File: src/rtl/core/rvdec_pkg.sv
// shared types, opcode constants and result codes of the rv32im decoder
`timescale 1ns / 1ps

package rvdec_pkg;

	// base opcodes
	localparam logic [6:0] OP_LOAD   = 7'b0000011;
	localparam logic [6:0] OP_CUSTOM = 7'b0001011;
	localparam logic [6:0] OP_FENCE  = 7'b0001111;
	localparam logic [6:0] OP_AUIPC  = 7'b0010111;
	localparam logic [6:0] OP_LUI    = 7'b0110111;
	localparam logic [6:0] OP_REG    = 7'b0110011;
	localparam logic [6:0] OP_IMM    = 7'b0010011;
	localparam logic [6:0] OP_JALR   = 7'b1100111;
	localparam logic [6:0] OP_STORE  = 7'b0100011;
	localparam logic [6:0] OP_BRANCH = 7'b1100011;
	localparam logic [6:0] OP_JAL    = 7'b1101111;
	localparam logic [6:0] OP_SYSTEM = 7'b1110011;

	// opcode class carried from the first stage
	typedef enum logic [3:0] {
		OPC_NONE,
		OPC_LOAD,
		OPC_CUSTOM,
		OPC_FENCE,
		OPC_AUIPC,
		OPC_LUI,
		OPC_REG,
		OPC_IMM,
		OPC_JALR,
		OPC_STORE,
		OPC_BRANCH,
		OPC_JAL,
		OPC_SYSTEM
	} opc_t;

	// funct7 values of the register ops
	localparam logic [6:0] F7_BASE   = 7'h00;
	localparam logic [6:0] F7_ALT    = 7'h20;
	localparam logic [6:0] F7_MULDIV = 7'h01;

	// funct12 values of the system traps and returns
	localparam logic [11:0] F12_ECALL  = 12'h000;
	localparam logic [11:0] F12_EBREAK = 12'h001;
	localparam logic [11:0] F12_URET   = 12'h002;
	localparam logic [11:0] F12_SRET   = 12'h102;
	localparam logic [11:0] F12_MRET   = 12'h302;

	// funct3 values that need a name
	localparam logic [2:0] F3_ZERO  = 3'd0;
	localparam logic [2:0] F3_ONE   = 3'd1;
	localparam logic [2:0] F3_TWO   = 3'd2;
	localparam logic [2:0] F3_THREE = 3'd3;
	localparam logic [2:0] F3_FOUR  = 3'd4;
	localparam logic [2:0] F3_FIVE  = 3'd5;
	localparam logic [2:0] F3_SIX   = 3'd6;
	localparam logic [2:0] F3_SEVEN = 3'd7;

	localparam logic [4:0] RS2_EXTX = 5'd0;
	localparam logic [4:0] RS2_EXT  = 5'd1;

	// instruction formats
	typedef logic [2:0] fmt_t;
	localparam fmt_t FMT_I = 3'd0;
	localparam fmt_t FMT_U = 3'd1;
	localparam fmt_t FMT_R = 3'd2;
	localparam fmt_t FMT_S = 3'd3;
	localparam fmt_t FMT_B = 3'd4;
	localparam fmt_t FMT_J = 3'd5;

	// dense mnemonic codes
	typedef logic [5:0] kind_t;
	localparam kind_t K_LB     = 6'd0;
	localparam kind_t K_LH     = 6'd1;
	localparam kind_t K_LW     = 6'd2;
	localparam kind_t K_LBU    = 6'd3;
	localparam kind_t K_LHU    = 6'd4;
	localparam kind_t K_EXTX   = 6'd5;
	localparam kind_t K_EXT    = 6'd6;
	localparam kind_t K_ADDI   = 6'd7;
	localparam kind_t K_AUIPC  = 6'd8;
	localparam kind_t K_ADD    = 6'd9;
	localparam kind_t K_SUB    = 6'd10;
	localparam kind_t K_SLL    = 6'd11;
	localparam kind_t K_SLT    = 6'd12;
	localparam kind_t K_SLTU   = 6'd13;
	localparam kind_t K_SRL    = 6'd14;
	localparam kind_t K_SRA    = 6'd15;
	localparam kind_t K_OR     = 6'd16;
	localparam kind_t K_AND    = 6'd17;
	localparam kind_t K_MUL    = 6'd18;
	localparam kind_t K_MULH   = 6'd19;
	localparam kind_t K_MULHSU = 6'd20;
	localparam kind_t K_MULHU  = 6'd21;
	localparam kind_t K_XOR    = 6'd22;
	localparam kind_t K_DIV    = 6'd23;
	localparam kind_t K_DIVU   = 6'd24;
	localparam kind_t K_REM    = 6'd25;
	localparam kind_t K_REMU   = 6'd26;
	localparam kind_t K_SLTI   = 6'd27;
	localparam kind_t K_SLTIU  = 6'd28;
	localparam kind_t K_XORI   = 6'd29;
	localparam kind_t K_ORI    = 6'd30;
	localparam kind_t K_ANDI   = 6'd31;
	localparam kind_t K_SLLI   = 6'd32;
	localparam kind_t K_SRLI   = 6'd33;
	localparam kind_t K_SRAI   = 6'd34;
	localparam kind_t K_LUI    = 6'd35;
	localparam kind_t K_JALR   = 6'd36;
	localparam kind_t K_SB     = 6'd37;
	localparam kind_t K_SH     = 6'd38;
	localparam kind_t K_SW     = 6'd39;
	localparam kind_t K_BEQ    = 6'd40;
	localparam kind_t K_BNE    = 6'd41;
	localparam kind_t K_BLT    = 6'd42;
	localparam kind_t K_BGE    = 6'd43;
	localparam kind_t K_BLTU   = 6'd44;
	localparam kind_t K_BGEU   = 6'd45;
	localparam kind_t K_JAL    = 6'd46;
	localparam kind_t K_ECALL  = 6'd47;
	localparam kind_t K_EBREAK = 6'd48;
	localparam kind_t K_URET   = 6'd49;
	localparam kind_t K_SRET   = 6'd50;
	localparam kind_t K_MRET   = 6'd51;
	localparam kind_t K_CSRRW  = 6'd52;
	localparam kind_t K_CSRRS  = 6'd53;
	localparam kind_t K_CSRRC  = 6'd54;
	localparam kind_t K_CSRRWI = 6'd55;
	localparam kind_t K_CSRRSI = 6'd56;
	localparam kind_t K_CSRRCI = 6'd57;

	localparam int WORD_W = 32;
	localparam int REG_W  = 5;
	localparam int IMM_W  = 21;

	// immediate layout picked in the second stage
	typedef enum logic [2:0] {
		IMM_NONE,
		IMM_I,
		IMM_SH,
		IMM_U,
		IMM_S,
		IMM_B,
		IMM_J
	} imm_sel_t;

	// first stage to second stage
	typedef struct packed {
		logic [WORD_W-1:0] word;
		opc_t              opc;
	} s1_t;

	// second stage to third stage
	typedef struct packed {
		logic              ok;
		fmt_t              fmt;
		kind_t             kind;
		logic              use_rd;
		logic              use_rs1;
		logic              use_rs2;
		imm_sel_t          imm_sel;
		logic [WORD_W-1:0] word;
	} s2_t;

endpackage

File: src/rtl/core/rvdec_field_stage.sv
// first stage: instruction word register and opcode classification
`timescale 1ns / 1ps

module rvdec_field_stage (
	input  logic                             clk,
	input  logic                             arst_n,
	input  logic                             in_valid,
	input  logic [rvdec_pkg::WORD_W-1:0]     in_word,
	output logic                             up_ready,
	input  logic                             dn_ready,
	output logic                             out_valid,
	output rvdec_pkg::s1_t                   out_data
);

	logic           v_s1;
	rvdec_pkg::s1_t data_s1;
	rvdec_pkg::opc_t opc;

	assign up_ready = !v_s1 || dn_ready;

	always_comb begin
		unique case (in_word[6:0])
			rvdec_pkg::OP_LOAD:   opc = rvdec_pkg::OPC_LOAD;
			rvdec_pkg::OP_CUSTOM: opc = rvdec_pkg::OPC_CUSTOM;
			rvdec_pkg::OP_FENCE:  opc = rvdec_pkg::OPC_FENCE;
			rvdec_pkg::OP_AUIPC:  opc = rvdec_pkg::OPC_AUIPC;
			rvdec_pkg::OP_LUI:    opc = rvdec_pkg::OPC_LUI;
			rvdec_pkg::OP_REG:    opc = rvdec_pkg::OPC_REG;
			rvdec_pkg::OP_IMM:    opc = rvdec_pkg::OPC_IMM;
			rvdec_pkg::OP_JALR:   opc = rvdec_pkg::OPC_JALR;
			rvdec_pkg::OP_STORE:  opc = rvdec_pkg::OPC_STORE;
			rvdec_pkg::OP_BRANCH: opc = rvdec_pkg::OPC_BRANCH;
			rvdec_pkg::OP_JAL:    opc = rvdec_pkg::OPC_JAL;
			rvdec_pkg::OP_SYSTEM: opc = rvdec_pkg::OPC_SYSTEM;
			default:              opc = rvdec_pkg::OPC_NONE;
		endcase
	end

	always_ff @(posedge clk or negedge arst_n) begin
		if (!arst_n) begin
			v_s1 <= 1'b0;
		end else if (up_ready) begin
			v_s1 <= in_valid;
		end
	end

	always_ff @(posedge clk) begin
		if (up_ready && in_valid) begin
			data_s1.word <= in_word;
			data_s1.opc  <= opc;
		end
	end

	assign out_valid = v_s1;
	assign out_data  = data_s1;

endmodule

File: src/rtl/core/rvdec_kind_stage.sv
// second stage: format, mnemonic code, register use and immediate layout
`timescale 1ns / 1ps

module rvdec_kind_stage (
	input  logic           clk,
	input  logic           arst_n,
	input  logic           in_valid,
	input  rvdec_pkg::s1_t in_data,
	output logic           up_ready,
	input  logic           dn_ready,
	output logic           out_valid,
	output rvdec_pkg::s2_t out_data
);

	logic           v_s2;
	rvdec_pkg::s2_t data_s2;
	rvdec_pkg::s2_t d;
	logic [2:0]     f3;
	logic [6:0]     f7;
	logic [4:0]     rs2f;
	logic [11:0]    f12;

	assign up_ready = !v_s2 || dn_ready;

	assign f3   = in_data.word[14:12];
	assign f7   = in_data.word[31:25];
	assign rs2f = in_data.word[24:20];
	assign f12  = in_data.word[31:20];

	always_comb begin
		d         = '0;
		d.word    = in_data.word;
		d.imm_sel = rvdec_pkg::IMM_NONE;
		unique case (in_data.opc)
			rvdec_pkg::OPC_LOAD: begin
				d.ok = 1'b1;
				unique case (f3)
					rvdec_pkg::F3_ZERO: d.kind = rvdec_pkg::K_LB;
					rvdec_pkg::F3_ONE:  d.kind = rvdec_pkg::K_LH;
					rvdec_pkg::F3_TWO:  d.kind = rvdec_pkg::K_LW;
					rvdec_pkg::F3_FOUR: d.kind = rvdec_pkg::K_LBU;
					rvdec_pkg::F3_FIVE: d.kind = rvdec_pkg::K_LHU;
					default:            d.ok   = 1'b0;
				endcase
				d.fmt     = rvdec_pkg::FMT_I;
				d.use_rd  = 1'b1;
				d.use_rs1 = 1'b1;
				d.imm_sel = rvdec_pkg::IMM_I;
			end
			rvdec_pkg::OPC_CUSTOM: begin
				d.fmt = rvdec_pkg::FMT_I;
				if (rs2f == rvdec_pkg::RS2_EXTX) begin
					d.ok   = 1'b1;
					d.kind = rvdec_pkg::K_EXTX;
				end else if (rs2f == rvdec_pkg::RS2_EXT) begin
					d.ok   = 1'b1;
					d.kind = rvdec_pkg::K_EXT;
				end
			end
			rvdec_pkg::OPC_FENCE: begin
				// fence and fence.i look like addi with a zero immediate
				d.ok      = (f3 == rvdec_pkg::F3_ZERO) || (f3 == rvdec_pkg::F3_ONE);
				d.fmt     = rvdec_pkg::FMT_I;
				d.kind    = rvdec_pkg::K_ADDI;
				d.use_rd  = 1'b1;
				d.use_rs1 = 1'b1;
			end
			rvdec_pkg::OPC_AUIPC: begin
				d.ok      = 1'b1;
				d.fmt     = rvdec_pkg::FMT_U;
				d.kind    = rvdec_pkg::K_AUIPC;
				d.use_rd  = 1'b1;
				d.imm_sel = rvdec_pkg::IMM_U;
			end
			rvdec_pkg::OPC_LUI: begin
				d.ok      = 1'b1;
				d.fmt     = rvdec_pkg::FMT_U;
				d.kind    = rvdec_pkg::K_LUI;
				d.use_rd  = 1'b1;
				d.imm_sel = rvdec_pkg::IMM_U;
			end
			rvdec_pkg::OPC_REG: begin
				d.ok = 1'b1;
				priority if (f7 == rvdec_pkg::F7_BASE) begin
					unique case (f3)
						rvdec_pkg::F3_ZERO:  d.kind = rvdec_pkg::K_ADD;
						rvdec_pkg::F3_ONE:   d.kind = rvdec_pkg::K_SLL;
						rvdec_pkg::F3_TWO:   d.kind = rvdec_pkg::K_SLT;
						rvdec_pkg::F3_THREE: d.kind = rvdec_pkg::K_SLTU;
						rvdec_pkg::F3_FOUR:  d.kind = rvdec_pkg::K_XOR;
						rvdec_pkg::F3_FIVE:  d.kind = rvdec_pkg::K_SRL;
						rvdec_pkg::F3_SIX:   d.kind = rvdec_pkg::K_OR;
						default:             d.kind = rvdec_pkg::K_AND;
					endcase
				end else if (f7 == rvdec_pkg::F7_ALT && f3 == rvdec_pkg::F3_ZERO) begin
					d.kind = rvdec_pkg::K_SUB;
				end else if (f7 == rvdec_pkg::F7_ALT && f3 == rvdec_pkg::F3_FIVE) begin
					d.kind = rvdec_pkg::K_SRA;
				end else if (f7 == rvdec_pkg::F7_MULDIV) begin
					unique case (f3)
						rvdec_pkg::F3_ZERO:  d.kind = rvdec_pkg::K_MUL;
						rvdec_pkg::F3_ONE:   d.kind = rvdec_pkg::K_MULH;
						rvdec_pkg::F3_TWO:   d.kind = rvdec_pkg::K_MULHSU;
						rvdec_pkg::F3_THREE: d.kind = rvdec_pkg::K_MULHU;
						rvdec_pkg::F3_FOUR:  d.kind = rvdec_pkg::K_DIV;
						rvdec_pkg::F3_FIVE:  d.kind = rvdec_pkg::K_DIVU;
						rvdec_pkg::F3_SIX:   d.kind = rvdec_pkg::K_REM;
						default:             d.kind = rvdec_pkg::K_REMU;
					endcase
				end else begin
					d.ok = 1'b0;
				end
				d.fmt     = rvdec_pkg::FMT_R;
				d.use_rd  = 1'b1;
				d.use_rs1 = 1'b1;
				d.use_rs2 = 1'b1;
			end
			rvdec_pkg::OPC_IMM: begin
				d.ok      = 1'b1;
				d.fmt     = rvdec_pkg::FMT_I;
				d.use_rd  = 1'b1;
				d.use_rs1 = 1'b1;
				d.imm_sel = rvdec_pkg::IMM_I;
				unique case (f3)
					rvdec_pkg::F3_ZERO:  d.kind = rvdec_pkg::K_ADDI;
					rvdec_pkg::F3_ONE:   d.kind = rvdec_pkg::K_SLLI;
					rvdec_pkg::F3_TWO:   d.kind = rvdec_pkg::K_SLTI;
					rvdec_pkg::F3_THREE: d.kind = rvdec_pkg::K_SLTIU;
					rvdec_pkg::F3_FOUR:  d.kind = rvdec_pkg::K_XORI;
					rvdec_pkg::F3_FIVE: begin
						// right shifts keep only the shift amount
						d.kind    = (f7 == rvdec_pkg::F7_BASE) ?
							rvdec_pkg::K_SRLI : rvdec_pkg::K_SRAI;
						d.imm_sel = rvdec_pkg::IMM_SH;
					end
					rvdec_pkg::F3_SIX:   d.kind = rvdec_pkg::K_ORI;
					default:             d.kind = rvdec_pkg::K_ANDI;
				endcase
			end
			rvdec_pkg::OPC_JALR: begin
				d.ok      = 1'b1;
				d.fmt     = rvdec_pkg::FMT_I;
				d.kind    = rvdec_pkg::K_JALR;
				d.use_rd  = 1'b1;
				d.use_rs1 = 1'b1;
				d.imm_sel = rvdec_pkg::IMM_I;
			end
			rvdec_pkg::OPC_STORE: begin
				d.ok = 1'b1;
				unique case (f3)
					rvdec_pkg::F3_ZERO: d.kind = rvdec_pkg::K_SB;
					rvdec_pkg::F3_ONE:  d.kind = rvdec_pkg::K_SH;
					rvdec_pkg::F3_TWO:  d.kind = rvdec_pkg::K_SW;
					default:            d.ok   = 1'b0;
				endcase
				d.fmt     = rvdec_pkg::FMT_S;
				d.use_rs1 = 1'b1;
				d.use_rs2 = 1'b1;
				d.imm_sel = rvdec_pkg::IMM_S;
			end
			rvdec_pkg::OPC_BRANCH: begin
				d.ok = 1'b1;
				unique case (f3)
					rvdec_pkg::F3_ZERO:  d.kind = rvdec_pkg::K_BEQ;
					rvdec_pkg::F3_ONE:   d.kind = rvdec_pkg::K_BNE;
					rvdec_pkg::F3_FOUR:  d.kind = rvdec_pkg::K_BLT;
					rvdec_pkg::F3_FIVE:  d.kind = rvdec_pkg::K_BGE;
					rvdec_pkg::F3_SIX:   d.kind = rvdec_pkg::K_BLTU;
					rvdec_pkg::F3_SEVEN: d.kind = rvdec_pkg::K_BGEU;
					default:             d.ok   = 1'b0;
				endcase
				d.fmt     = rvdec_pkg::FMT_B;
				d.use_rs1 = 1'b1;
				d.use_rs2 = 1'b1;
				d.imm_sel = rvdec_pkg::IMM_B;
			end
			rvdec_pkg::OPC_JAL: begin
				d.ok      = 1'b1;
				d.fmt     = rvdec_pkg::FMT_J;
				d.kind    = rvdec_pkg::K_JAL;
				d.use_rd  = 1'b1;
				d.imm_sel = rvdec_pkg::IMM_J;
			end
			rvdec_pkg::OPC_SYSTEM: begin
				d.ok      = 1'b1;
				d.fmt     = rvdec_pkg::FMT_I;
				d.use_rd  = 1'b1;
				d.use_rs1 = 1'b1;
				d.imm_sel = rvdec_pkg::IMM_I;
				unique case (f3)
					rvdec_pkg::F3_ZERO: begin
						// returns and traps chosen by funct12 alone
						priority if (f12 == rvdec_pkg::F12_ECALL)  d.kind = rvdec_pkg::K_ECALL;
						else if (f12 == rvdec_pkg::F12_EBREAK)     d.kind = rvdec_pkg::K_EBREAK;
						else if (f12 == rvdec_pkg::F12_URET)       d.kind = rvdec_pkg::K_URET;
						else if (f12 == rvdec_pkg::F12_SRET)       d.kind = rvdec_pkg::K_SRET;
						else if (f12 == rvdec_pkg::F12_MRET)       d.kind = rvdec_pkg::K_MRET;
						else                                       d.ok   = 1'b0;
					end
					rvdec_pkg::F3_ONE:   d.kind = rvdec_pkg::K_CSRRW;
					rvdec_pkg::F3_TWO:   d.kind = rvdec_pkg::K_CSRRS;
					rvdec_pkg::F3_THREE: d.kind = rvdec_pkg::K_CSRRC;
					rvdec_pkg::F3_FIVE:  d.kind = rvdec_pkg::K_CSRRWI;
					rvdec_pkg::F3_SIX:   d.kind = rvdec_pkg::K_CSRRSI;
					rvdec_pkg::F3_SEVEN: d.kind = rvdec_pkg::K_CSRRCI;
					default:             d.ok   = 1'b0;
				endcase
			end
			default: begin
				d.ok = 1'b0;
			end
		endcase

		// unknown encodings leave every field but the word at zero
		if (!d.ok) begin
			d         = '0;
			d.word    = in_data.word;
			d.imm_sel = rvdec_pkg::IMM_NONE;
		end
	end

	always_ff @(posedge clk or negedge arst_n) begin
		if (!arst_n) begin
			v_s2 <= 1'b0;
		end else if (up_ready) begin
			v_s2 <= in_valid;
		end
	end

	always_ff @(posedge clk) begin
		if (up_ready && in_valid) begin
			data_s2 <= d;
		end
	end

	assign out_valid = v_s2;
	assign out_data  = data_s2;

endmodule

File: src/rtl/core/rvdec_out_stage.sv
// third stage: register selection, immediate assembly and result register
`timescale 1ns / 1ps

module rvdec_out_stage (
	input  logic                            clk,
	input  logic                            arst_n,
	input  logic                            in_valid,
	input  rvdec_pkg::s2_t                  in_data,
	output logic                            up_ready,
	input  logic                            dn_ready,
	output logic                            out_valid,
	output logic                            res_ok,
	output rvdec_pkg::fmt_t                 res_fmt,
	output rvdec_pkg::kind_t                res_kind,
	output logic [rvdec_pkg::REG_W-1:0]     res_rd,
	output logic [rvdec_pkg::REG_W-1:0]     res_rs1,
	output logic [rvdec_pkg::REG_W-1:0]     res_rs2,
	output logic [rvdec_pkg::IMM_W-1:0]     res_imm
);

	logic                        v_s3;
	logic                        ok_s3;
	rvdec_pkg::fmt_t             fmt_s3;
	rvdec_pkg::kind_t            kind_s3;
	logic [rvdec_pkg::REG_W-1:0] rd_s3;
	logic [rvdec_pkg::REG_W-1:0] rs1_s3;
	logic [rvdec_pkg::REG_W-1:0] rs2_s3;
	logic [rvdec_pkg::IMM_W-1:0] imm_s3;
	logic [rvdec_pkg::IMM_W-1:0] imm;
	logic [31:0]                 w;

	assign up_ready = !v_s3 || dn_ready;
	assign w        = in_data.word;

	always_comb begin
		unique case (in_data.imm_sel)
			rvdec_pkg::IMM_I:  imm = {9'd0, w[31:20]};
			rvdec_pkg::IMM_SH: imm = {16'd0, w[24:20]};
			rvdec_pkg::IMM_U:  imm = {1'b0, w[31:12]};
			rvdec_pkg::IMM_S:  imm = {9'd0, w[31:25], w[11:7]};
			rvdec_pkg::IMM_B:  imm = {8'd0, w[31], w[7], w[30:25], w[11:8], 1'b0};
			rvdec_pkg::IMM_J:  imm = {w[31], w[19:12], w[20], w[30:21], 1'b0};
			default:           imm = '0;
		endcase
	end

	always_ff @(posedge clk or negedge arst_n) begin
		if (!arst_n) begin
			v_s3 <= 1'b0;
		end else if (up_ready) begin
			v_s3 <= in_valid;
		end
	end

	always_ff @(posedge clk) begin
		if (up_ready && in_valid) begin
			ok_s3   <= in_data.ok;
			fmt_s3  <= in_data.fmt;
			kind_s3 <= in_data.kind;
			rd_s3   <= in_data.use_rd  ? w[11:7]  : '0;
			rs1_s3  <= in_data.use_rs1 ? w[19:15] : '0;
			rs2_s3  <= in_data.use_rs2 ? w[24:20] : '0;
			imm_s3  <= imm;
		end
	end

	assign out_valid = v_s3;
	assign res_ok    = ok_s3;
	assign res_fmt   = fmt_s3;
	assign res_kind  = kind_s3;
	assign res_rd    = rd_s3;
	assign res_rs1   = rs1_s3;
	assign res_rs2   = rs2_s3;
	assign res_imm   = imm_s3;

endmodule

File: src/rtl/core/rv32im_instruction_decoder.sv
// top level of the three-stage rv32im instruction decoder
`timescale 1ns / 1ps

// channel   | handshake           | payload
// ----------+---------------------+--------------------------------------------
// input     | in_valid, in_ready  | instr_word
// output    | out_valid, out_ready| valid_res, format, kind, dest_reg,
//           |                     | src_reg_a, src_reg_b, immediate
//
// one transfer per cycle in each direction while the output is not stalled; a
// word's result is registered in turn by the opcode class, kind decode and
// result stages before out_valid shows it
// reset clears the three stage valid bits only; the data registers hold junk
// a stalled output holds its result; each stage refills as soon as the stage
// ahead of it moves, so in_ready drops only when all three stages are full

module rv32im_instruction_decoder (
	input  logic                            clk,
	input  logic                            arst_n,
	// input channel
	input  logic                            in_valid,
	output logic                            in_ready,
	input  logic [rvdec_pkg::WORD_W-1:0]    instr_word,
	// output channel
	output logic                            out_valid,
	input  logic                            out_ready,
	output logic                            valid_res,
	output logic [2:0]                      format,
	output logic [5:0]                      kind,
	output logic [rvdec_pkg::REG_W-1:0]     dest_reg,
	output logic [rvdec_pkg::REG_W-1:0]     src_reg_a,
	output logic [rvdec_pkg::REG_W-1:0]     src_reg_b,
	output logic [rvdec_pkg::IMM_W-1:0]     immediate
);

	// stage to stage valid/ready and payload
	logic           v1;
	logic           v2;
	logic           rdy2;
	logic           rdy3;
	rvdec_pkg::s1_t d1;
	rvdec_pkg::s2_t d2;

	// stage 1: register the word and classify the opcode
	rvdec_field_stage u_field (
		.clk       (clk),
		.arst_n    (arst_n),
		.in_valid  (in_valid),
		.in_word   (instr_word),
		.up_ready  (in_ready),
		.dn_ready  (rdy2),
		.out_valid (v1),
		.out_data  (d1)
	);

	// stage 2: mnemonic, format and which fields carry through
	rvdec_kind_stage u_kind (
		.clk       (clk),
		.arst_n    (arst_n),
		.in_valid  (v1),
		.in_data   (d1),
		.up_ready  (rdy2),
		.dn_ready  (rdy3),
		.out_valid (v2),
		.out_data  (d2)
	);

	// stage 3: field masking, immediate assembly, output register
	rvdec_out_stage u_out (
		.clk       (clk),
		.arst_n    (arst_n),
		.in_valid  (v2),
		.in_data   (d2),
		.up_ready  (rdy3),
		.dn_ready  (out_ready),
		.out_valid (out_valid),
		.res_ok    (valid_res),
		.res_fmt   (format),
		.res_kind  (kind),
		.res_rd    (dest_reg),
		.res_rs1   (src_reg_a),
		.res_rs2   (src_reg_b),
		.res_imm   (immediate)
	);

	// an unknown encoding carries nothing but zeros
	a_invalid_zero: assert property (@(posedge clk) disable iff (!arst_n)
		(out_valid && !valid_res) |-> (format == '0 && kind == '0 &&
			dest_reg == '0 && src_reg_a == '0 && src_reg_b == '0 && immediate == '0))
		else $error("unknown encoding with nonzero fields");

	// register ops carry no immediate
	a_reg_no_imm: assert property (@(posedge clk) disable iff (!arst_n)
		(out_valid && valid_res && format == rvdec_pkg::FMT_R) |-> immediate == '0)
		else $error("register op with immediate");

	// stores and branches have no destination
	a_sb_no_rd: assert property (@(posedge clk) disable iff (!arst_n)
		(out_valid && valid_res &&
			(format == rvdec_pkg::FMT_S || format == rvdec_pkg::FMT_B)) |-> dest_reg == '0)
		else $error("store or branch with destination");

	// upper-immediate and jump formats read no sources
	a_uj_no_src: assert property (@(posedge clk) disable iff (!arst_n)
		(out_valid && valid_res &&
			(format == rvdec_pkg::FMT_U || format == rvdec_pkg::FMT_J)) |->
			(src_reg_a == '0 && src_reg_b == '0))
		else $error("u or j format with source registers");

	// backpressure reaches the input only when the whole pipe is full and stalled
	a_full_stall: assert property (@(posedge clk) disable iff (!arst_n)
		!in_ready |-> (out_valid && !out_ready && v1 && v2))
		else $error("input stalled with room in the pipe");

endmodule
File: config.mk
export PLATFORM = sky130hd
export DESIGN_NAME = rv32im_instruction_decoder
export DESIGN_NICKNAME = d
export VERILOG_FILES = /design/src/rtl/core/rvdec_pkg.sv /design/src/rtl/core/rvdec_field_stage.sv /design/src/rtl/core/rvdec_kind_stage.sv /design/src/rtl/core/rvdec_out_stage.sv /design/src/rtl/core/rv32im_instruction_decoder.sv
export SDC_FILE = /design/constraint.sdc
export NUM_CORES = 1
export LEC_CHECK = 0
export BUFFER_PORTS_ARGS = -buffer_cell sky130_fd_sc_hd__buf_2
export CELL_PAD_IN_SITES_DETAIL_PLACEMENT = 0
export CELL_PAD_IN_SITES_GLOBAL_PLACEMENT = 2
export CORE_UTILIZATION = 34
export DETAILED_ROUTE_END_ITERATION = 10
export PLACE_DENSITY_LB_ADDON = 0.1
export SYNTH_ARGS = -nofsm -noshare
export SYNTH_HDL_FRONTEND = slang
export SYNTH_SLANG_ARGS = --single-unit
File: constraint.sdc
create_clock -name clk -period 2 [get_ports clk]
set_clock_uncertainty 0.1 [all_clocks]
set_input_delay 0.2 -clock clk [delete_from_list [all_inputs] [get_ports clk]]
set_output_delay 0.2 -clock clk [all_outputs]
set_load 0.05 [all_outputs]
Yosys cells after proc, flatten, opt, wreduce, memory -nomap -nowiden
Cells that the tools add are included.

word-level totals
  register bits after elaboration = 133
  input port bits = 36
  output and inout bits = 48
  word-level logic and storage cells = 134

operators by class
  equal/unequal tests = 44
  multiplexer cells = 44
  reductions and logical operators = 26

operator list
  kind                                                    count
  one-hot mux 21 bit (6 select lines)                     1
  one-hot mux 9 bit (12 select lines)                     1
  one-hot mux 6 bit (7 select lines)                      2
  2-to-1 mux 6 bit                                        9
  2-to-1 mux 48 bit                                       1
  one-hot mux 4 bit (12 select lines)                     1
  one-hot mux 6 bit (6 select lines)                      1
  one-hot mux 5 bit (7 select lines)                      1
  equality test 7 x 6 -> 1 bit (second input constant)    4
  equality test 7 bit (second input constant)             4
  one-hot mux 4 bit (7 select lines)                      1
  equality test 3 bit (second input constant)             7
  equality test 4 bit (second input constant)             5
  one-hot mux 3 bit (6 select lines)                      1
  one-hot mux 6 bit (3 select lines)                      1
  2-to-1 mux 1 bit                                        17
  equality test 4 x 3 -> 1 bit (second input constant)    4
  equality test 7 x 4 -> 1 bit (second input constant)    2
  equality test 7 x 5 -> 1 bit (second input constant)    2
  equality test 12 x 1 -> 1 bit (second input constant)   1
  equality test 12 x 10 -> 1 bit (second input constant)  1
  equality test 12 x 2 -> 1 bit (second input constant)   1
  equality test 12 x 9 -> 1 bit (second input constant)   1
  equality test 3 x 2 -> 1 bit (second input constant)    4
  other kinds (25)                                        41

Depth between registers and ports, before layout
Gate-level depths: netlist (run 1).

  depth in word-level cells = 9
  gate-level depth with buffers = 8
  depth with buffers taken out = 6

By module
From an unflattened synthesis (run 1), not the netlist that was laid out.

unflattened totals
  cell total of the unflattened synthesis = 455
  area, all modules = 6,014.5 sq um

modules (own cells, without submodules)
  module             times used  cells each  area an instance (sq um)  seq. area each (sq um)
  rvdec_kind_stage   1           262         2,733.9                   1,466.4
  rvdec_out_stage    1           132         1,994.4                   1,406.3
  rvdec_field_stage  1           61          1,286.2                   1,106.1

Worst setup path after synthesis (run 1)
OpenSTA, ideal clock, no wires.

  path type = reg2reg
  start = register u_out.v_s3 (netlist: u_out.out_valid)
  end = register u_field.data_s1 (netlist bit u_field.out_data[0]), enable pin
  library setup time = 0.388 ns
  arrival time = 2.006 ns
  required time = 1.512 ns
  setup slack = -0.494 ns
  cell stages (with the launch flop) = 4
  buffers on the path = 0
  period minus slack after synthesis = 2.494 ns
  cell sequence = dfrtp_1 > nor2b_1 > nand3_1 > and2_1

between the ends
  word-level cells in the longest chain between the ends = 5

RTL lines
  item                    RTL line                          RTL
  from (decl)             rvdec_out_stage.sv:21             logic v_s3;
  from (signal assigned)  rvdec_out_stage.sv:51             v_s3 <= in_valid;
  zero test 1 bit         rvdec_out_stage.sv:32             assign up_ready = !v_s3 || dn_ready;
  logical OR 1 bit        rvdec_out_stage.sv:32
  logical OR 1 bit        rvdec_kind_stage.sv:23            assign up_ready = !v_s2 || dn_ready;
  logical OR 1 bit        rvdec_field_stage.sv:19           assign up_ready = !v_s1 || dn_ready;
  via in_ready            rv32im_instruction_decoder.sv:22  output logic in_ready,
  logical AND 1 bit       rvdec_field_stage.sv:48           if (up_ready && in_valid) begin
  to (decl)               rvdec_field_stage.sv:16           rvdec_pkg::s1_t data_s1;

The timed path passes the listed nets, and every way through them passes these cells.
A chain may end at the register's enable or synchronous reset.

Worst setup path after layout (run 1)
  start = register u_field.data_s1 (netlist bit u_field.out_data[28])
  end = register u_kind.data_s2 (netlist bit u_kind.out_data[38]), data pin

between the ends
  word-level cells in the longest chain between the ends = 8
  elaborated cells on any way between the ends = 24
  classes of those cells = 5 x eq/ne; 17 x mux; 2 x reduce/logical

RTL lines
  item                                                                                              RTL line                 RTL
  equality test 12 x 10 -> 1 bit                                                                    rvdec_kind_stage.sv:197  else if (f12 == rvdec_pkg::F12_MRET) d.kind = rvdec_pkg::K_MRET;
  2-to-1 mux 6 bit / 2-to-1 mux 1 bit (equally long branches)                                       rvdec_kind_stage.sv:197
  2-to-1 mux 6 bit / 2-to-1 mux 1 bit (equally long branches)                                       rvdec_kind_stage.sv:196  else if (f12 == rvdec_pkg::F12_SRET) d.kind = rvdec_pkg::K_SRET;
  2-to-1 mux 6 bit / 2-to-1 mux 1 bit (equally long branches)                                       rvdec_kind_stage.sv:195  else if (f12 == rvdec_pkg::F12_URET) d.kind = rvdec_pkg::K_URET;
  2-to-1 mux 6 bit / 2-to-1 mux 1 bit (equally long branches)                                       rvdec_kind_stage.sv:194  else if (f12 == rvdec_pkg::F12_EBREAK) d.kind = rvdec_pkg::K_EBREAK;
  2-to-1 mux 6 bit / 2-to-1 mux 1 bit (equally long branches)                                       rvdec_kind_stage.sv:193  priority if (f12 == rvdec_pkg::F12_ECALL) d.kind = rvdec_pkg::K_ECALL;
  one-hot mux 6 bit (7 select lines) / one-hot mux 1 bit (2 select lines) (equally long branches)   rvdec_kind_stage.sv:190  unique case (f3)
  one-hot mux 9 bit (12 select lines) / one-hot mux 1 bit (8 select lines) (equally long branches)  rvdec_kind_stage.sv:34   unique case (in_data.opc)
  to (signal assigned)                                                                              rvdec_kind_stage.sv:232  data_s2 <= d;
  to (decl)                                                                                         rvdec_kind_stage.sv:16   rvdec_pkg::s2_t data_s2;

Several ways; a longest one is shown, not always the timed one.

==> metrics.txt, run 1 <==
Root Buffer clkbuf_16; share of cells above drive strength 1 36.1%; fillers 1438; # rows 45; initial antenna violation count 0; Max Freq 443 MHz; ys flop type edfxtp_1; post-layout minimum cycle time 2.26 ns; post-layout util 50.3%; drt total wl 14600 um; htree depth 4; syn_area_per_cell 12.1 um2; Die H 129 um; CP most frequent cell a21o_1; CP endpoint kind flop; core area 15400 um2; endpoints failing setup 13; die area 16600 um2; first-pass GRT wire length 22200 um; post-route ant nets 0; Synth Warn # 0; vias per cell 4.87; drt drc 0; Inserted Clock Buffers 17; post-route worst setup slack -0.257 ns; Static Leak 2.99 nW; most common cell in the netlist edfxtp_1; max-slew headroom at the worst pin 61.1%; Post-Syn Instances 450; syn_nets 486; startpoint types flop; DR iter-0 viols 293; area delta synth->final 42.2%; Slew @ Worst Pin 0.580 ns; largest net degree at the start of global routing 47; Clock Pin Slew Worst Setup and Hold Paths 0.06 ns; Area contributors post-synth edfxtp_1 (64%), o21ai_0 (3.2%), nor2b_1 (2.7%); Synth top cells by count edfxtp_1 (116), nand2_1 (38), o21ai_0 (35), nor2_1 (32), a21oi_1 (27); CP Max Fanout 4; EDFF count, synth 116; RSZ-0062 raised after global routing yes; post-synthesis register bit count 119; Max Buffers Root-to-Sink 2; Vias 4244; Mapped Area 5460 um2; status complete, but fails checks; vias in the first global route 4134; GRT overflow 0; clock sink count 119; initial core utilization 35.4%; CTS tree done; port bufs 83; DR WL/cell 16.7 um; post-place setup slack -0.284 ns; clk_lat worst skew 0.41 ns; final net count 684; final period utilization 113%; class of the tightest hold or removal check input port to flop; Setup CP Type flop to flop; Diodes inserted 0; CP arrival 2.41 ns; maximum vdd ir drop 0.000527 V; share of synthesized flip-flops with an asynchronous set or reset 2.52%; crit-path cells or4_4, buf_6, nor4_4, nor2_2, a21o_1, a21o_1, a31oi_1; crit path max-delay cell type or4_4; failing checks negative setup slack; Final Max Slew Viols 0; RD Place Congestion 0.907; synth unique cells 59; WP data required 2.15 ns; top cell type's share of synthesized area 63.8%; dpl hpwl 10600 um; Die W 129 um; I/O pin total 84; max-cap violation count 0; CP max stage delay 0.60 ns; PD cells 956 nW/um2; register area share after synthesis 65.1%; area leader, netlist edfxtp_1; Final Hold Vio Count 0; router iterations before antenna repair 5; overall routing resource usage 18.3%
-- through the flow --
stage,instances,TNS (ns),total power (W),hold WS (ns),cell area (um2)
finish,871,-1.91,0.00742,0.0692,7770
global route,871,-3.09,0.00772,0.0777,7770
CTS,860,-2.33,0.00743,0.0640,7560
detailed placement,797,-3.25,0.00450,-0.100,6660
global placement,797,-3.07,0.00449,-0.102,6660
floorplan,450,-0.321,0.00403,-0.196,5480
-- layer usage --
| metal | vias to the layer above | GRT usage (%) | routed length (um) | share of wire (%) |
|---|---|---|---|---|
| li1 | 2094 | - | - | - |
| met1 | 1996 | 21.8 | 6240 | 43 |
| met2 | 120 | 30.6 | 7270 | 50 |
| met3 | 34 | 4.99 | 561 | 3.8 |
| met4 | 0 | 9.27 | 515 | 3.5 |
| met5 | - | 0 | 0 | 0 |
-- critical path, delay by kind of cell, from the launching register on --
kind | cells | cell delay (ns)
DFF | 1 | 0.40
and+or+nand+nor | 3 | 1.00
AOI/OAI and AO/OA | 3 | 0.45
buffers and inverters | 1 | 0.15
-- area by class of cell --
class,count,area [um2],area share [%]
clock inverter,13,133,1.71
multi-input combinational,293,1880,24.2
tap,211,264,3.40
sequential,119,3560,45.8
timing repair buffer,203,1450,18.7
clock buffer,18,429,5.53
inverter,14,52.6,0.677
-- worst paths after layout --
path / from / endpoint / slack [ns] / cells past startpoint
hold reg to reg: u_field.out_data[21] / u_kind.out_data[17] / 0.32 / 0
min in group asynchronous: arst_n / u_field.out_valid / 0.58 / 3
setup reg to reg: u_field.out_data[28] / u_kind.out_data[38] / -0.26 / 7
setup / recovery: u_field.out_data[28] / u_kind.out_data[38] / -0.26 / 7
hold / removal: instr_word[0] / u_field.out_data[0] / 0.07 / 3
max in group asynchronous: arst_n / u_out.out_valid / 1.08 / 3
-- cells by family (layout without fill, tap and decap cells) --
logic type,Yosys count,after routing,share of synthesized area (%)
compound gates,119,119,14.3
simple gates,168,168,16.5
mux,4,4,0.733
xor+xnor,2,2,0.321
buf+inv,38,248,3.02
flops,119,119,65.1
-- report_power, final --
group / internal [W] / switching (W) / total, W / leakage, nW
registers: 0.00305 / 0.000123 / 0.00318 / 1.17
clock network: 0.00181 / 0.00107 / 0.00288 / 0.261
logic: 0.000475 / 0.000889 / 0.00136 / 1.55
total: 0.00534 / 0.00208 / 0.00742 / 2.99
-- sequential cells by signal, indices dropped and copies added, names as in the netlist, 3 cells and up --
name / count
u_out.res_rs1: 5
u_kind.out_data: 41
u_field.out_data: 29
u_out.res_imm: 21
u_out.res_rs2: 5
u_out.res_kind: 6
u_out.res_rd: 5
u_out.res_fmt: 3
-- repair_timing --
item | 4_1_cts | 5_1_grt
resized for setup | 7 | 28
setup buffers | 3 | 10
setup endpoints to repair | 14 | 21
hold buffers | 30 | 0
hold endpoints to repair | 31 | 0
pin swaps | 2 | 17
cloned | 0 | 1
-- cell usage in the layout, fill, tap and decap left out, drive strengths merged, types with 5 or more instances in the layout --
| cell type | Yosys | routed |
|---|---|---|
| a21oi | 27 | 27 |
| a22o | 6 | 6 |
| a22oi | 13 | 13 |
| a31oi | 5 | 5 |
| and2 | 18 | 18 |
| buf | 11 | 172 |
| clkbuf | 13 | 19 |
| clkinv | 0 | 6 |
| dlygate4sd3 | 0 | 30 |
| edfxtp | 116 | 116 |
| inv | 14 | 15 |
| nand2 | 38 | 38 |
| nand2b | 16 | 16 |
| nand3 | 8 | 8 |
| nor2 | 33 | 33 |
| nor2b | 24 | 24 |
| nor3 | 8 | 8 |
| o21ai | 36 | 36 |
(Power assumes the default switching activity.)
==> run 2, diff against run 1 <==
--- a/config.mk
+++ b/config.mk
@@ -10,7 +10,7 @@
 export CELL_PAD_IN_SITES_GLOBAL_PLACEMENT = 2
 export CORE_UTILIZATION = 34
 export DETAILED_ROUTE_END_ITERATION = 10
-export PLACE_DENSITY_LB_ADDON = 0.1
+export PLACE_DENSITY = 0.71
 export SYNTH_ARGS = -nofsm -noshare
 export SYNTH_HDL_FRONTEND = slang
 export SYNTH_SLANG_ARGS = --single-unit
==> run 2 against run 1 <==
The run still ends with negative setup slack left. Sequential share of layout area up 0.33 points. Critical path depth down 1. Design area down 0.71%. Combinational power about the same. Via count down 1.0%. Largest cell class unchanged.
==> metrics.txt, run 2 (synthesized netlist as in run 1, its figures left out) <==
Final Hold Vio Count 0; FF-to-FF path depth 6; failing checks negative setup slack; core area 15400 um2; clock sink count 119; first-pass GRT wire length 22200 um; DR WL/cell 16.2 um; endpoints failing setup 14; max-cap violation count 0; I/O pin total 84; status complete, but fails checks; CP endpoint kind flop; initial antenna violation count 0; clk_lat worst skew 0.41 ns; port bufs 83; Die W 129 um; Die H 129 um; Comb pwr share 17.8%; Root Buffer clkbuf_16; Clk network pwr share 40.0%; vias in the first global route 4112; htree depth 4; router iterations before antenna repair 4; post-place setup slack -0.279 ns; Setup CP Type flop to flop; Static Leak 2.99 nW; Final Max Slew Viols 0; WP data required 2.16 ns; class of the tightest hold or removal check input port to async pin; Flop pwr share 42.2%; max-slew headroom at the worst pin 58.3%; dpl hpwl 10400 um; RSZ-0062 raised after global routing yes; PD cells 977 nW/um2; vias per cell 4.82; CTS tree done; die area 16600 um2; Clock Pin Slew Worst Setup and Hold Paths 0.06 ns; Vias 4201; Max Freq 449 MHz; post-route worst setup slack -0.225 ns; commonest non-fill, non-tap cell in the layout edfxtp_1; max reg flops 41; commonest non-fill, non-tap cells in the layout edfxtp_1 (116), buf_4 (89), buf_2 (83), nand2_1 (38), o21ai_0 (32); FF-to-FF Start u_field.out_data[27]; Inserted Clock Buffers 17; initial core utilization 35.4%; DP Cell Count 802; GRT overflow 0; final net count 684; # rows 45; reg-to-reg endpoint u_kind.out_data[38]; setup_tns -1.87 ns; maximum vdd ir drop 0.000526 V; Slew @ Worst Pin 0.623 ns; overall routing resource usage 18.1%; drt total wl 14200 um; share of cells above drive strength 1 36.2%; post-layout minimum cycle time 2.23 ns; drt drc 0; post-route ant nets 0; P_int 0.00546 W; reg-to-reg setup timing slack -0.23 ns; area delta synth->final 41.1%; Diodes inserted 0; final period utilization 111%; Max Buffers Root-to-Sink 2; CP arrival 2.38 ns; total net switching power 0.00207 W; non-filler instance count after layout 871; DR iter-0 viols 314; RD Place Congestion 0.862; Fin Hold WS 0.0256 ns; startpoint types flop; largest net degree at the start of global routing 47; CP Max Fanout 4; switching portion of total power 27.5%
run 2: cell count changes in the layout (fill, tap and decap cells not counted), sizes merged:
| cell | delta |
|---|---|
| bufinv | +1 |
| dlygate4sd3 | -2 |
| buf | +3 |
| clkbuf | -1 |
| clkinvlp | -1 |
run 2: stage by stage:
stage | utilization [%] | total power [W] | area [um2]
floorplan | - | 0.00403 | 5480
global placement | 43.3 | 0.00448 | 6680
detailed placement | 43.3 | 0.00450 | 6680
CTS | 49.3 | 0.00757 | 7610
global route | 50.0 | 0.00783 | 7710
finish | 50.0 | 0.00753 | 7710
run 2: cell type report:
type                       count  area, um2
clock buffer                  18        429
sequential                   119       3560
timing repair buffer         203       1420
multi-input combinational    293       1840
fill                        1449       7710
tap                          211        264
clock inverter                13        156
inverter                      14       52.6
run 2: timing repair:
item / 4_1_cts / 5_1_grt
buffers inserted: 3 / 7
endpoints found under the hold margin: 30 / 0
hold buffers: 28 / 0
setup endpoints to repair: 13 / 16
gates resized for setup: 10 / 13
pin swaps: 3 / 6
run 2: worst max path at each step:
stage / endpoint / cells past startpoint / from / slack [ns]
2_1_floorplan: u_kind.out_data[38] / 6 / u_field.out_data[26] / -0.09
3_3_place_gp: u_kind.out_data[40] / 6 / u_field.out_data[35] / -0.29
3_5_place_dp: u_kind.out_data[40] / 6 / u_field.out_data[32] / -0.28
4_1_cts: u_kind.out_data[38] / 6 / u_field.out_data[26] / -0.24
5_1_grt: u_kind.out_data[38] / 6 / u_field.out_data[26] / -0.33
6_report: u_kind.out_data[38] / 6 / u_field.out_data[27] / -0.23
run 2: worst max-delay path, stage by stage, from the launching register on:
cell      delay (ns)
edfxtp_1        0.38
or4_4           0.60
or2_1           0.25
or4_4           0.42
o31ai_2         0.07
nor4_1          0.07
a31oi_1         0.18
run 2: per-layer routing:
layer | part of all wire [%] | global-route usage, % | up-vias
met3 | 3.7 | 4.20 | 12
li1 | - | - | 2086
met4 | 1.1 | 5.19 | 0
met1 | 46 | 23.5 | 1991
met5 | 0 | 0 | -
met2 | 49 | 30.4 | 112
run 2: power groups by stage:
| stage | registers [W] | logic, W | clock network, W |
|---|---|---|---|
| floorplan | 0.00359 | 0.000440 | 0 |
| global placement | 0.00322 | 0.00126 | 0 |
| detailed placement | 0.00323 | 0.00126 | 0 |
| CTS | 0.00318 | 0.00133 | 0.00307 |
| global route | 0.00320 | 0.00144 | 0.00318 |
| finish | 0.00318 | 0.00134 | 0.00301 |
